$ cat src/design/tdau_pkg.sv
package tdau_pkg;

    localparam int NumSlots = 4;
    localparam int SlotW    = 2;
    localparam int HourW    = 5;
    localparam int MinW     = 6;
    localparam int SecW     = 6;

    localparam logic [HourW-1:0] HoursPerDay = 5'd24;
    localparam logic [HourW-1:0] LastHour    = 5'd23;
    localparam logic [MinW-1:0]  LastMinute  = 6'd59;
    localparam logic [SecW-1:0]  LastSecond  = 6'd59;
    localparam logic [SecW-1:0]  RingStopSec = 6'd30;
    localparam logic [MinW:0]    MinPerHour  = 7'd60;
    localparam logic [MinW:0]    SnoozeMin   = 7'd2;

    typedef enum logic [2:0] {
        OP_TICK     = 3'd0,
        OP_SET_TIME = 3'd1,
        OP_ADD      = 3'd2,
        OP_DELETE   = 3'd3,
        OP_SNOOZE   = 3'd4,
        OP_DISMISS  = 3'd5
    } t_opcode;

    typedef struct packed {
        logic [2:0]       opcode;
        logic [HourW-1:0] hour_value;
        logic [MinW-1:0]  minute_value;
        logic [SlotW-1:0] slot_index;
    } t_in_item;

    typedef struct packed {
        logic [HourW-1:0] cur_hours;
        logic [MinW-1:0]  cur_minutes;
        logic [SecW-1:0]  cur_seconds;
        logic             ringing;
        logic [SlotW-1:0] ring_slot;
        logic             slots_full;
        logic [SlotW-1:0] added_slot;
    } t_out_item;

    typedef struct packed {
        logic [HourW-1:0] hour;
        logic [MinW-1:0]  minute;
        logic [SecW-1:0]  second;
    } t_time;

    typedef struct packed {
        logic             hit;
        logic [SlotW-1:0] hit_idx;
        logic             full;
        logic [SlotW-1:0] added;
    } t_slot_status;

    // hour + 1 modulo 24, for any 5-bit hour
    function automatic logic [HourW-1:0] hour_inc(input logic [HourW-1:0] h);
        logic [HourW:0] s;
        s = {1'b0, h} + {{HourW{1'b0}}, 1'b1};
        if (s >= {1'b0, HoursPerDay}) begin
            s = s - {1'b0, HoursPerDay};
        end
        return s[HourW-1:0];
    endfunction

endpackage

$ cat src/design/tdau_in_if.sv
interface tdau_in_if;
    logic               valid;
    logic               ready;
    tdau_pkg::t_in_item item;

    modport source (output valid, output item, input ready);
    modport sink   (input valid, input item, output ready);
endinterface

$ cat src/design/tdau_out_if.sv
interface tdau_out_if;
    logic                valid;
    logic                ready;
    tdau_pkg::t_out_item item;

    modport source (output valid, output item, input ready);
    modport sink   (input valid, input item, output ready);
endinterface

$ cat src/design/time_of_day_alarm_unit.sv
// Time-of-day clock with four alarm slots.
// i_in carries one command beat: opcode (tick, set time, add alarm, delete
// slot, snooze, dismiss) with hour, minute and slot operands. o_out returns
// exactly one beat per command: the time, the ringing flag and slot, and the
// add-alarm outcome, all as they stand after that command.
// A beat is taken into an input register, then evaluated combinationally into
// the output register; o_out.valid rises when the result is written there, and
// one command is accepted every cycle while o_out drains.
// The time counters, the slot table and the ring state are updated with each
// result, and the next command reads them.
// Reset (i_rst_n low, synchronous) clears the time to 00:00:00, frees all
// slots, stops ringing and empties both registers.
// When the receiver holds o_out.ready low, the result beat is held, one more
// command waits in the input register, then i_in.ready drops until the
// result is taken.
module time_of_day_alarm_unit (
    input  logic         i_clk,
    input  logic         i_rst_n,
    tdau_in_if.sink      i_in,
    tdau_out_if.source   o_out
);

    logic                       r_in_valid;
    tdau_pkg::t_in_item         r_in;
    logic                       r_out_valid;
    tdau_pkg::t_out_item        r_out;
    logic                       r_ring_active;
    logic [tdau_pkg::SlotW-1:0] r_ring_index;

    logic                       n_ring_active;
    logic [tdau_pkg::SlotW-1:0] n_ring_index;
    tdau_pkg::t_out_item        n_out;

    logic                       w_adv;
    tdau_pkg::t_time            w_time;
    tdau_pkg::t_slot_status     w_slot;

    assign w_adv      = r_in_valid && (!r_out_valid || o_out.ready);
    assign i_in.ready = !r_in_valid || w_adv;

    tdau_clock u_clock (
        .i_clk          (i_clk),
        .i_rst_n        (i_rst_n),
        .i_en           (w_adv),
        .i_opcode       (r_in.opcode),
        .i_hour_value   (r_in.hour_value),
        .i_minute_value (r_in.minute_value),
        .o_next         (w_time)
    );

    tdau_slots u_slots (
        .i_clk          (i_clk),
        .i_rst_n        (i_rst_n),
        .i_en           (w_adv),
        .i_opcode       (r_in.opcode),
        .i_hour_value   (r_in.hour_value),
        .i_minute_value (r_in.minute_value),
        .i_slot_index   (r_in.slot_index),
        .i_ring_active  (r_ring_active),
        .i_ring_index   (r_ring_index),
        .i_time         (w_time),
        .o_status       (w_slot)
    );

    always_comb begin
        n_ring_active = r_ring_active;
        n_ring_index  = r_ring_index;
        unique case (r_in.opcode)
            tdau_pkg::OP_TICK: begin
                if (r_ring_active) begin
                    if (w_time.second == tdau_pkg::RingStopSec) begin
                        n_ring_active = 1'b0;
                    end
                end else if (w_time.second == '0 && w_slot.hit) begin
                    n_ring_active = 1'b1;
                    n_ring_index  = w_slot.hit_idx;
                end
            end
            tdau_pkg::OP_SNOOZE, tdau_pkg::OP_DISMISS: begin
                n_ring_active = 1'b0;
            end
            default: begin
            end
        endcase
    end

    always_comb begin
        n_out.cur_hours   = w_time.hour;
        n_out.cur_minutes = w_time.minute;
        n_out.cur_seconds = w_time.second;
        n_out.ringing     = n_ring_active;
        n_out.ring_slot   = n_ring_active ? n_ring_index : '0;
        n_out.slots_full  = w_slot.full;
        n_out.added_slot  = w_slot.added;
    end

    always_ff @(posedge i_clk) begin
        if (!i_rst_n) begin
            r_in_valid    <= 1'b0;
            r_out_valid   <= 1'b0;
            r_ring_active <= 1'b0;
            r_ring_index  <= '0;
        end else begin
            if (i_in.ready) begin
                r_in_valid <= i_in.valid;
            end
            if (w_adv) begin
                r_out_valid   <= 1'b1;
                r_ring_active <= n_ring_active;
                r_ring_index  <= n_ring_index;
            end else if (o_out.ready) begin
                r_out_valid <= 1'b0;
            end
        end
    end

    always_ff @(posedge i_clk) begin
        if (i_in.valid && i_in.ready) begin
            r_in <= i_in.item;
        end
        if (w_adv) begin
            r_out <= n_out;
        end
    end

    assign o_out.valid = r_out_valid;
    assign o_out.item  = r_out;

endmodule

$ cat src/design/tdau_clock.sv
module tdau_clock (
    input  logic                           i_clk,
    input  logic                           i_rst_n,
    input  logic                           i_en,
    input  logic [2:0]                     i_opcode,
    input  logic [tdau_pkg::HourW-1:0]     i_hour_value,
    input  logic [tdau_pkg::MinW-1:0]      i_minute_value,
    output tdau_pkg::t_time                o_next
);

    tdau_pkg::t_time r_time;
    tdau_pkg::t_time n_time;

    always_comb begin
        n_time = r_time;
        unique case (i_opcode)
            tdau_pkg::OP_TICK: begin
                if (r_time.second >= tdau_pkg::LastSecond) begin
                    n_time.second = '0;
                    if (r_time.minute >= tdau_pkg::LastMinute) begin
                        n_time.minute = '0;
                        n_time.hour   = tdau_pkg::hour_inc(r_time.hour);
                    end else begin
                        n_time.minute = r_time.minute + 1'b1;
                    end
                end else begin
                    n_time.second = r_time.second + 1'b1;
                end
            end
            tdau_pkg::OP_SET_TIME: begin
                if (i_hour_value <= tdau_pkg::LastHour &&
                    i_minute_value <= tdau_pkg::LastMinute) begin
                    n_time.hour   = i_hour_value;
                    n_time.minute = i_minute_value;
                end
            end
            default: begin
            end
        endcase
    end

    assign o_next = n_time;

    always_ff @(posedge i_clk) begin
        if (!i_rst_n) begin
            r_time <= '0;
        end else if (i_en) begin
            r_time <= n_time;
        end
    end

endmodule

$ cat src/design/tdau_slots.sv
module tdau_slots (
    input  logic                           i_clk,
    input  logic                           i_rst_n,
    input  logic                           i_en,
    input  logic [2:0]                     i_opcode,
    input  logic [tdau_pkg::HourW-1:0]     i_hour_value,
    input  logic [tdau_pkg::MinW-1:0]      i_minute_value,
    input  logic [tdau_pkg::SlotW-1:0]     i_slot_index,
    input  logic                           i_ring_active,
    input  logic [tdau_pkg::SlotW-1:0]     i_ring_index,
    input  tdau_pkg::t_time                i_time,
    output tdau_pkg::t_slot_status         o_status
);

    logic [tdau_pkg::HourW-1:0] r_hour [tdau_pkg::NumSlots];
    logic [tdau_pkg::MinW-1:0]  r_min  [tdau_pkg::NumSlots];
    logic [tdau_pkg::NumSlots-1:0] r_free;

    logic                        w_any_free;
    logic [tdau_pkg::SlotW-1:0]  w_free_idx;
    logic                        w_hit;
    logic [tdau_pkg::SlotW-1:0]  w_hit_idx;
    logic [tdau_pkg::MinW:0]     w_snz_sum;
    logic [tdau_pkg::MinW-1:0]   w_snz_min;
    logic                        w_snz_carry;
    logic                        w_is_add;

    // lowest free slot and lowest occupied slot matching the clock
    always_comb begin
        w_any_free = 1'b0;
        w_free_idx = '0;
        w_hit      = 1'b0;
        w_hit_idx  = '0;
        for (int i = tdau_pkg::NumSlots - 1; i >= 0; i--) begin
            if (r_free[i]) begin
                w_any_free = 1'b1;
                w_free_idx = tdau_pkg::SlotW'(i);
            end
            if (!r_free[i] && r_hour[i] == i_time.hour && r_min[i] == i_time.minute) begin
                w_hit     = 1'b1;
                w_hit_idx = tdau_pkg::SlotW'(i);
            end
        end
    end

    always_comb begin
        w_snz_sum   = {1'b0, r_min[i_ring_index]} + tdau_pkg::SnoozeMin;
        w_snz_carry = (w_snz_sum >= tdau_pkg::MinPerHour);
        if (w_snz_carry) begin
            w_snz_min = tdau_pkg::MinW'(w_snz_sum - tdau_pkg::MinPerHour);
        end else begin
            w_snz_min = w_snz_sum[tdau_pkg::MinW-1:0];
        end
    end

    assign w_is_add = (i_opcode == tdau_pkg::OP_ADD);

    assign o_status.hit     = w_hit;
    assign o_status.hit_idx = w_hit_idx;
    assign o_status.full    = w_is_add && !w_any_free;
    assign o_status.added   = (w_is_add && w_any_free) ? w_free_idx : '0;

    always_ff @(posedge i_clk) begin
        if (!i_rst_n) begin
            r_free <= '1;
            for (int i = 0; i < tdau_pkg::NumSlots; i++) begin
                r_hour[i] <= '0;
                r_min[i]  <= '0;
            end
        end else if (i_en) begin
            unique case (i_opcode)
                tdau_pkg::OP_ADD: begin
                    if (w_any_free) begin
                        r_hour[w_free_idx] <= i_hour_value;
                        r_min[w_free_idx]  <= i_minute_value;
                        r_free[w_free_idx] <= 1'b0;
                    end
                end
                tdau_pkg::OP_DELETE: begin
                    r_free[i_slot_index] <= 1'b1;
                end
                tdau_pkg::OP_SNOOZE: begin
                    if (i_ring_active) begin
                        r_min[i_ring_index] <= w_snz_min;
                        if (w_snz_carry) begin
                            r_hour[i_ring_index] <= tdau_pkg::hour_inc(r_hour[i_ring_index]);
                        end
                    end
                end
                default: begin
                end
            endcase
        end
    end

endmodule
$ cat src/flat_wrapper.sv
// flat-port wrapper written by rule: the top's interface ports become plain ports
module time_of_day_alarm_unit_flat 
  (i_clk, i_rst_n, i_in_valid, i_in_item, i_in_ready, o_out_valid, o_out_item, o_out_ready);
  tdau_in_if i_in_i ();
  tdau_out_if o_out_i ();
  input  logic i_clk;
  input  logic i_rst_n;
  input wire logic [$bits(i_in_i.valid)-1:0] i_in_valid;
  input wire logic [$bits(i_in_i.item)-1:0] i_in_item;
  output wire logic [$bits(i_in_i.ready)-1:0] i_in_ready;
  output wire logic [$bits(o_out_i.valid)-1:0] o_out_valid;
  output wire logic [$bits(o_out_i.item)-1:0] o_out_item;
  input wire logic [$bits(o_out_i.ready)-1:0] o_out_ready;
  assign i_in_i.valid = i_in_valid;
  assign i_in_i.item = i_in_item;
  assign i_in_ready = i_in_i.ready;
  assign o_out_valid = o_out_i.valid;
  assign o_out_item = o_out_i.item;
  assign o_out_i.ready = o_out_ready;
  time_of_day_alarm_unit u_core (.i_clk(i_clk), .i_rst_n(i_rst_n), .i_in(i_in_i), .o_out(o_out_i));
endmodule
$ cat config.mk
export PLATFORM = sky130hd
export DESIGN_NAME = time_of_day_alarm_unit_flat
export DESIGN_NICKNAME = d
export VERILOG_FILES = /design/src/design/tdau_pkg.sv /design/src/design/tdau_in_if.sv /design/src/design/tdau_out_if.sv /design/src/design/time_of_day_alarm_unit.sv /design/src/design/tdau_clock.sv /design/src/design/tdau_slots.sv /design/src/flat_wrapper.sv
export SDC_FILE = /design/constraint.sdc
export NUM_CORES = 1
export LEC_CHECK = 0
export BUFFER_PORTS_ARGS = -buffer_cell sky130_fd_sc_hd__clkbuf_2
export CELL_PAD_IN_SITES_DETAIL_PLACEMENT = 0
export CELL_PAD_IN_SITES_GLOBAL_PLACEMENT = 2
export CORE_MARGIN = 3
export CORE_UTILIZATION = 43
export DETAILED_ROUTE_END_ITERATION = 10
export GPL_TIMING_DRIVEN = 0
export MAX_ROUTING_LAYER = met4
export PLACE_DENSITY_LB_ADDON = 0.15
export SETUP_SLACK_MARGIN = 0.02
export SKIP_LAST_GASP = 1
export SLEW_MARGIN = 10
export SYNTH_ARGS = -nofsm -noshare
export SYNTH_HDL_FRONTEND = slang
export SYNTH_SLANG_ARGS = --single-unit
$ cat constraint.sdc
create_clock -name i_clk -period 6 [get_ports i_clk]
set_input_delay 1.8 -clock i_clk [delete_from_list [all_inputs] [get_ports i_clk]]
set_output_delay 1.8 -clock i_clk [all_outputs]
set_load 0.01 [all_outputs]
; ---- Word-level counts from Yosys, hierarchy flattened
; Memories as Yosys holds them, arrays and structs flattened. A register that Yosys moved wholly into a read port is not among the register bits.
; Index checks and enable logic that the tools add are counted.
[classes]
add_sub_neg = 8
n_lt_le_gt_ge = 11
n_eq_ne = 15
mux = 79
bitwise = 3
n_reduce_logical = 35
[op_table]
columns = cell, count
row1 = two-way mux 5 bit, 10
row2 = two-way mux 2 bit, 19
row3 = two-way mux 1 bit, 36
row4 = two-way mux 6 bit, 6
row5 = equality test 6 bit, 4
row6 = two-way mux 11 bit, 2
row7 = one-hot mux 11 bit (2 select lines), 1
row8 = equality test 5 bit, 4
row9 = logical AND 1 bit, 16
row10 = adder 5 x 1 -> 6 bit (second input constant), 2
row11 = adder 6 x 1 -> 6 bit (second input constant), 2
row12 = >= comparator 6 x 5 -> 1 bit (second input constant), 2
row13 = >= comparator 6 bit (second input constant), 2
row14 = OR reduction 6 bit, 2
row15 = OR reduction 5 bit, 2
row16 = subtractor 5 bit (second input constant), 2
row17 = one-hot mux 4 bit (2 select lines), 1
row18 = adder 6 x 2 -> 7 bit (second input constant), 1
row19 = >= comparator 7 x 6 -> 1 bit (second input constant), 1
row20 = logical NOT 1 bit, 7
row21 = equality test 3 x 2 -> 1 bit (second input constant), 2
row22 = equality test 3 bit (second input constant), 2
row23 = equality test 6 x 5 -> 1 bit (second input constant), 1
row24 = <= comparator 6 bit (second input constant), 1
row25 = 18 further kinds, 23
[word_totals]
regBits = 65
ramBits = 44
mem_count = 2
[memory_table]
columns = memory, depth, word_bits, rd, rd_ports_with_merged_regs, write_ports, line
row1 = u_core.u_slots.r_min, 4, 6, 5, 1, 4, tdau_slots.sv:16  ; logic [tdau_pkg::MinW-1:0] r_min [tdau_pkg::NumSlots];
row2 = u_core.u_slots.r_hour, 4, 5, 5, 1, 4, tdau_slots.sv:15  ; logic [tdau_pkg::HourW-1:0] r_hour [tdau_pkg::NumSlots];

; ---- Logic depth before layout (Yosys ltp)
[depth]
word_depth = 19
depth_mapped = 14
ltp_nobuf = 12

; ---- Cells and area by module
; A second synthesis with hierarchy kept.
[unflattened]
hier_cells = 591
hier_area_um2 = 6368.6
[modules_own_cells]
columns = module, instances, cells_each, area_each_um2
row1 = tdau_slots, 1, 312, 3324.4
row2 = tdau_clock, 1, 204, 1566.5
row3 = time_of_day_alarm_unit, 1, 75, 1477.7

; ---- Worst setup path before layout
; OpenSTA, ideal clock, no wires.
[synth_timing]
path_kind = input-to-output
from = in o_out_ready
to = out i_in_ready
arrival_ps = 2097
required_time_ps = 4200
path_slack_ps = 2103
cell_stages = 2
path_buffers = 0
cell_sequence = nor2b_1 nand2_1
[synth_between]
elab_chain_len = 3
[synth_lines]
columns = item, line
row1 = start: declaration, flat_wrapper.sv:13  ; input wire logic [$bits(o_out_i.ready)-1:0] o_out_ready;
row2 = logical OR 1 bit, time_of_day_alarm_unit.sv:38  ; assign w_adv = r_in_valid && (!r_out_valid || o_out.ready);
row3 = logical AND 1 bit, time_of_day_alarm_unit.sv:38
row4 = logical OR 1 bit, time_of_day_alarm_unit.sv:39  ; assign i_in.ready = !r_in_valid || w_adv;
row5 = end: declaration, flat_wrapper.sv:10  ; output wire logic [$bits(i_in_i.ready)-1:0] i_in_ready;
; No other way between the ends.

==> load_flow_metrics.sql <==
INSERT INTO impl_metrics (metric_group, metric, value, unit) VALUES
('status', 'status', 'finished, final reports clean', ''),
('setup_path', 'path_max_fanout', '10', ''),
('floorplan', 'core.rowCount', '43', ''),
('finish', 'register_area', '3050', 'µm²'),
('timing', 'aggregate_negative_setup_slack', '0', 'ns'),
('logic_synthesis', 'area_share_of_xor_xnor_cells_in_the_synthesized_design', '0.0697', ''),
('detailed_routing', 'iteration_count_of_the_initial_detailed_routing_pass', '4', ''),
('global_routing', 'number_of_global_route_vias_before_repair', '4968', ''),
('global_routing', 'gr_overflow_total', '0', ''),
('setup_path', 'worst_path_max_delay_cell', 'o21ai_0', ''),
('setup_path', 'critical_path.cell_chain', 'clkbuf_1, mux4_2, ha_1, xor2_1, ha_1, a32oi_1, o21ai_0, a31o_2, and3_1, o21ai_0, nand2_1', ''),
('finish', 'drive_gt1_frac', '0.161', ''),
('cts', 'ctsRootBufferMaster', 'clkbuf_16', ''),
('logic_synthesis', 'fraction_of_registers_with_async_set_reset', '0', ''),
('cts', 'clock_tree_from_tritoncts', 'built', ''),
('global_routing', 'maximum_number_of_pins_on_one_net_before_global_route_repair', '33', ''),
('timing', 'worst_margin_slew', '1.01', 'ns'),
('finish', 'finish.net_count', '693', ''),
('detailed_routing', 'via_count', '5103', ''),
('logic_synthesis', 'yosys.cell_types.count', '75', ''),
('cts', 'post_cts_repair_setup_buffers', '0', ''),
('setup_path', 'startpoint_type', 'flip-flop', ''),
('finish', 'final_cells', '850', ''),
('setup_path', 'worst_ep_required_time', '6.02', 'ns'),
('logic_synthesis', 'mappedNetlistNets', '638', ''),
('setup_path', 'r2r-end', 'u_core.u_slots.r_hour[2][3]', ''),
('logic_synthesis', 'synth-warning-count', '0', ''),
('timing', 'timing_max_transition_violations_final', '0', ''),
('floorplan', 'fp.dieArea', '16100', 'µm²'),
('setup_path', 'worstPathArrival', '4.50', 'ns'),
('logic_synthesis', 'main_combinational_cell_family_by_area_after_synthesis', 'simple AND/OR/NAND/NOR gates', ''),
('finish', 'multiInputGateArea', '2970', 'µm²'),
('cts', 'ctsLongestPathBuffers', '2', ''),
('setup_path', 'timing.critical_path.to_type', 'flip-flop', ''),
('detailed_routing', 'post-route-drc-count', '0', ''),
('pwr', 'power_density', '236', 'nW/µm²'),
('detailed_routing', 'via_per_inst', '6.00', ''),
('finish', 'num-fill-cells', '1324', ''),
('floorplan', 'start_util', '0.446', ''),
('timing', 'finalCritPeriodShare', '0.746', ''),
('floorplan', 'placeableCoreArea', '14100', 'µm²'),
('timing', 'worst_slew_margin_rel', '0.324', ''),
('pwr', 'cell_internal_pwr', '1.21', 'mW'),
('setup_path', 'regToRegSetupSlack', '1.52', 'ns'),
('floorplan', 'dieHeight', '127', 'µm'),
('logic_synthesis', 'synth_simple_gate_area_share', '0.191', ''),
('detailed_routing', 'avgRoutedWirePerCell', '22.0', 'µm'),
('worst_hold_path', 'worst_hold_startpoint', 'u_core.r_in_valid', ''),
('placed_design', 'place_hpwl', '13.9', 'mm'),
('cts', 'cts_made_buffers', '9', ''),
('worst_hold_path', 'timing.hold.worst_path_depth', '2', ''),
('placed_design', 'finalWeightedCongestion', '0.917', ''),
('logic_synthesis', 'synth.area.mux_share', '0.0426', ''),
('global_routing', 'global_route.usage.total', '0.246', ''),
('pwr', 'p_comb_frac', '0.121', ''),
('finish', 'top_library_cells_by_usage_in_the_layout_fill_and_taps_aside', 'nor2_1, edfxtp_1, clkbuf_2', ''),
('pwr', 'p_clk_frac', '0.341', ''),
('logic_synthesis', 'postSynth.topFlopCell', 'edfxtp_1', ''),
('pwr', 'switching_power', '0.445', 'mW'),
('logic_synthesis', 'avgSynthCellArea', '10.3', 'µm²'),
('job', 'drv.max_cap_violation_count', '0', ''),
('timing', 'timing.final.crit_period', '4.48', 'ns'),
('cts', 'clk_pin_slew_worst_paths', '0.07', 'ns'),
('logic_synthesis', 'complex_gate_fraction_of_the_synthesized_area', '0.150', ''),
('cts', 'hold_fix_buffer_count_after_cts', '0', ''),
('logic_synthesis', 'synth-edff-count', '83', ''),
('finish', 'antenna_cells', '0', ''),
('logic_synthesis', 'mappedNetlistArea', '6290', 'µm²'),
('timing', 'post_route_setup_slack', '1.52', 'ns'),
('pwr', 'ir_drop', '0.133', 'mV'),
('finish', 'area_growth_syn_to_layout', '11.4', '%');
==> metal layers <==
metal,routed length [µm],global-route usage,share of wire,vias up
met1,8450,0.346,0.45,2490
met2,8500,0.367,0.46,200
met3,1230,0.0312,0.066,28
li1,-,-,-,2385
met4,484,0.0896,0.026,0
met5,0,-,0,-
==> cell families (layout without fill, tap and decap cells) <==
kind of cell	count (synthesis)	in the layout
buffers and inverters	60	120
muxes	13	13
AOI/OAI and AO/OA	132	132
DFF	111	111
xor gates and xnor gates	50	50
and+or+nand+nor	235	235
adders and majority gates	9	9
==> worst max-delay path by stage <==
stage	startpoint	endpoint	slack, ns	depth (start not counted)
after floorplan	o_out_ready	i_in_ready	2.10	2
after detailed placement	o_out_ready	u_core.u_slots.r_min[0][4]	1.43	9
after global placement	o_out_ready	u_core.u_slots.r_min[3][1]	1.21	8
final	flip-flop	u_core.u_slots.r_hour[2][3]	1.52	11
after CTS	flip-flop	u_core.u_slots.r_hour[2][3]	1.51	11
after global routing	flip-flop	u_core.u_slots.r_hour[2][4]	1.26	11
==> critical path: cells and delay by family (launching register included) <==
kind	cells	cell delay (ns)
AO/OA/AOI/OAI	4	1.44
AND/OR/NAND/NOR	2	0.64
buffers and inverters	1	0.55
adder cells (fa/ha/maj)	2	0.49
multiplexers	1	0.48
flip-flops	1	0.33
XOR/XNOR	1	0.22
==> cells in the mapped netlist (3+ instances only) <==
cell type	instances	area share
xor2_1	23	0.032
buf_4	3	0.0036
or4_1	4	0.0048
nor3_1	23	0.018
nor4_1	8	0.0080
nand2b_1	4	0.0040
nor4_2	3	0.0060
and2_1	6	0.0060
buf_6	3	0.0054
a32o_1	4	0.0064
a311oi_1	3	0.0042
nor2b_1	7	0.0070
and3_1	5	0.0050
xnor2_1	27	0.038
o21ai_0	34	0.027
buf_2	9	0.0072
nand2_1	41	0.024
or3_1	3	0.0030
ha_1	8	0.016
edfxtp_1	83	0.40
a21oi_1	26	0.021
a32oi_1	4	0.0056
nor2_1	83	0.050
nand4b_1	3	0.0042
a22oi_1	8	0.0096
inv_1	30	0.018
nand4_1	15	0.015
mux4_2	11	0.039
and4_1	4	0.0056
a211oi_1	10	0.012
nand3_1	13	0.010
dfxtp_1	28	0.089
clkbuf_1	14	0.0084
a41oi_1	3	0.0042
o211ai_1	4	0.0048
a31oi_1	7	0.0070
==> metrics by stage <==
| stage | utilization | hold slack (ns) | cell area [µm²] |
|---|---|---|---|
| 2_1_floorplan | - | 0.487 | 6290 |
| 3_3_place_gp | 0.478 | 0.511 | 6730 |
| 3_5_place_dp | 0.478 | 0.515 | 6740 |
| 4_1_cts | 0.497 | 0.531 | 7010 |
| 5_1_grt | 0.497 | 0.559 | 7010 |
| 6_report | 0.497 | 0.525 | 7010 |
==> power by group through the flow <==
stage          registers (mW)  clock network [mW]  logic (mW)
6_report                0.890               0.565       0.201
5_1_grt                 0.894               0.602       0.221
3_3_place_gp            0.906                   0       0.198
4_1_cts                 0.890               0.573       0.201
2_1_floorplan           0.900                   0       0.129
3_5_place_dp            0.907                   0       0.200
==> sequential cells by signal, summed over array words and instances (netlist names), named ones only <==
name / cells
u_core.r_in_valid: 1
u_core.u_slots.r_free: 4
u_core.r_ring_index: 2
u_core.o_out.valid: 1
u_core.o_out.item: 23
u_core.r_in: 16
u_core.u_clock.r_time: 17
u_core.u_slots.r_hour: 20
u_core.r_ring_active: 1
u_core.u_slots.r_min: 24
==> area by class of cell <==
type,count,share of cell area
plain buffers,29,0.0221
clock buffers,11,0.0332
clock inverters,5,0.00482
inverters,31,0.0166
multi-input cells,439,0.424
flip-flops and latches,111,0.436
well taps,180,0.0321
repair buffers,44,0.0314
Power figures use the tool's default switching activity.
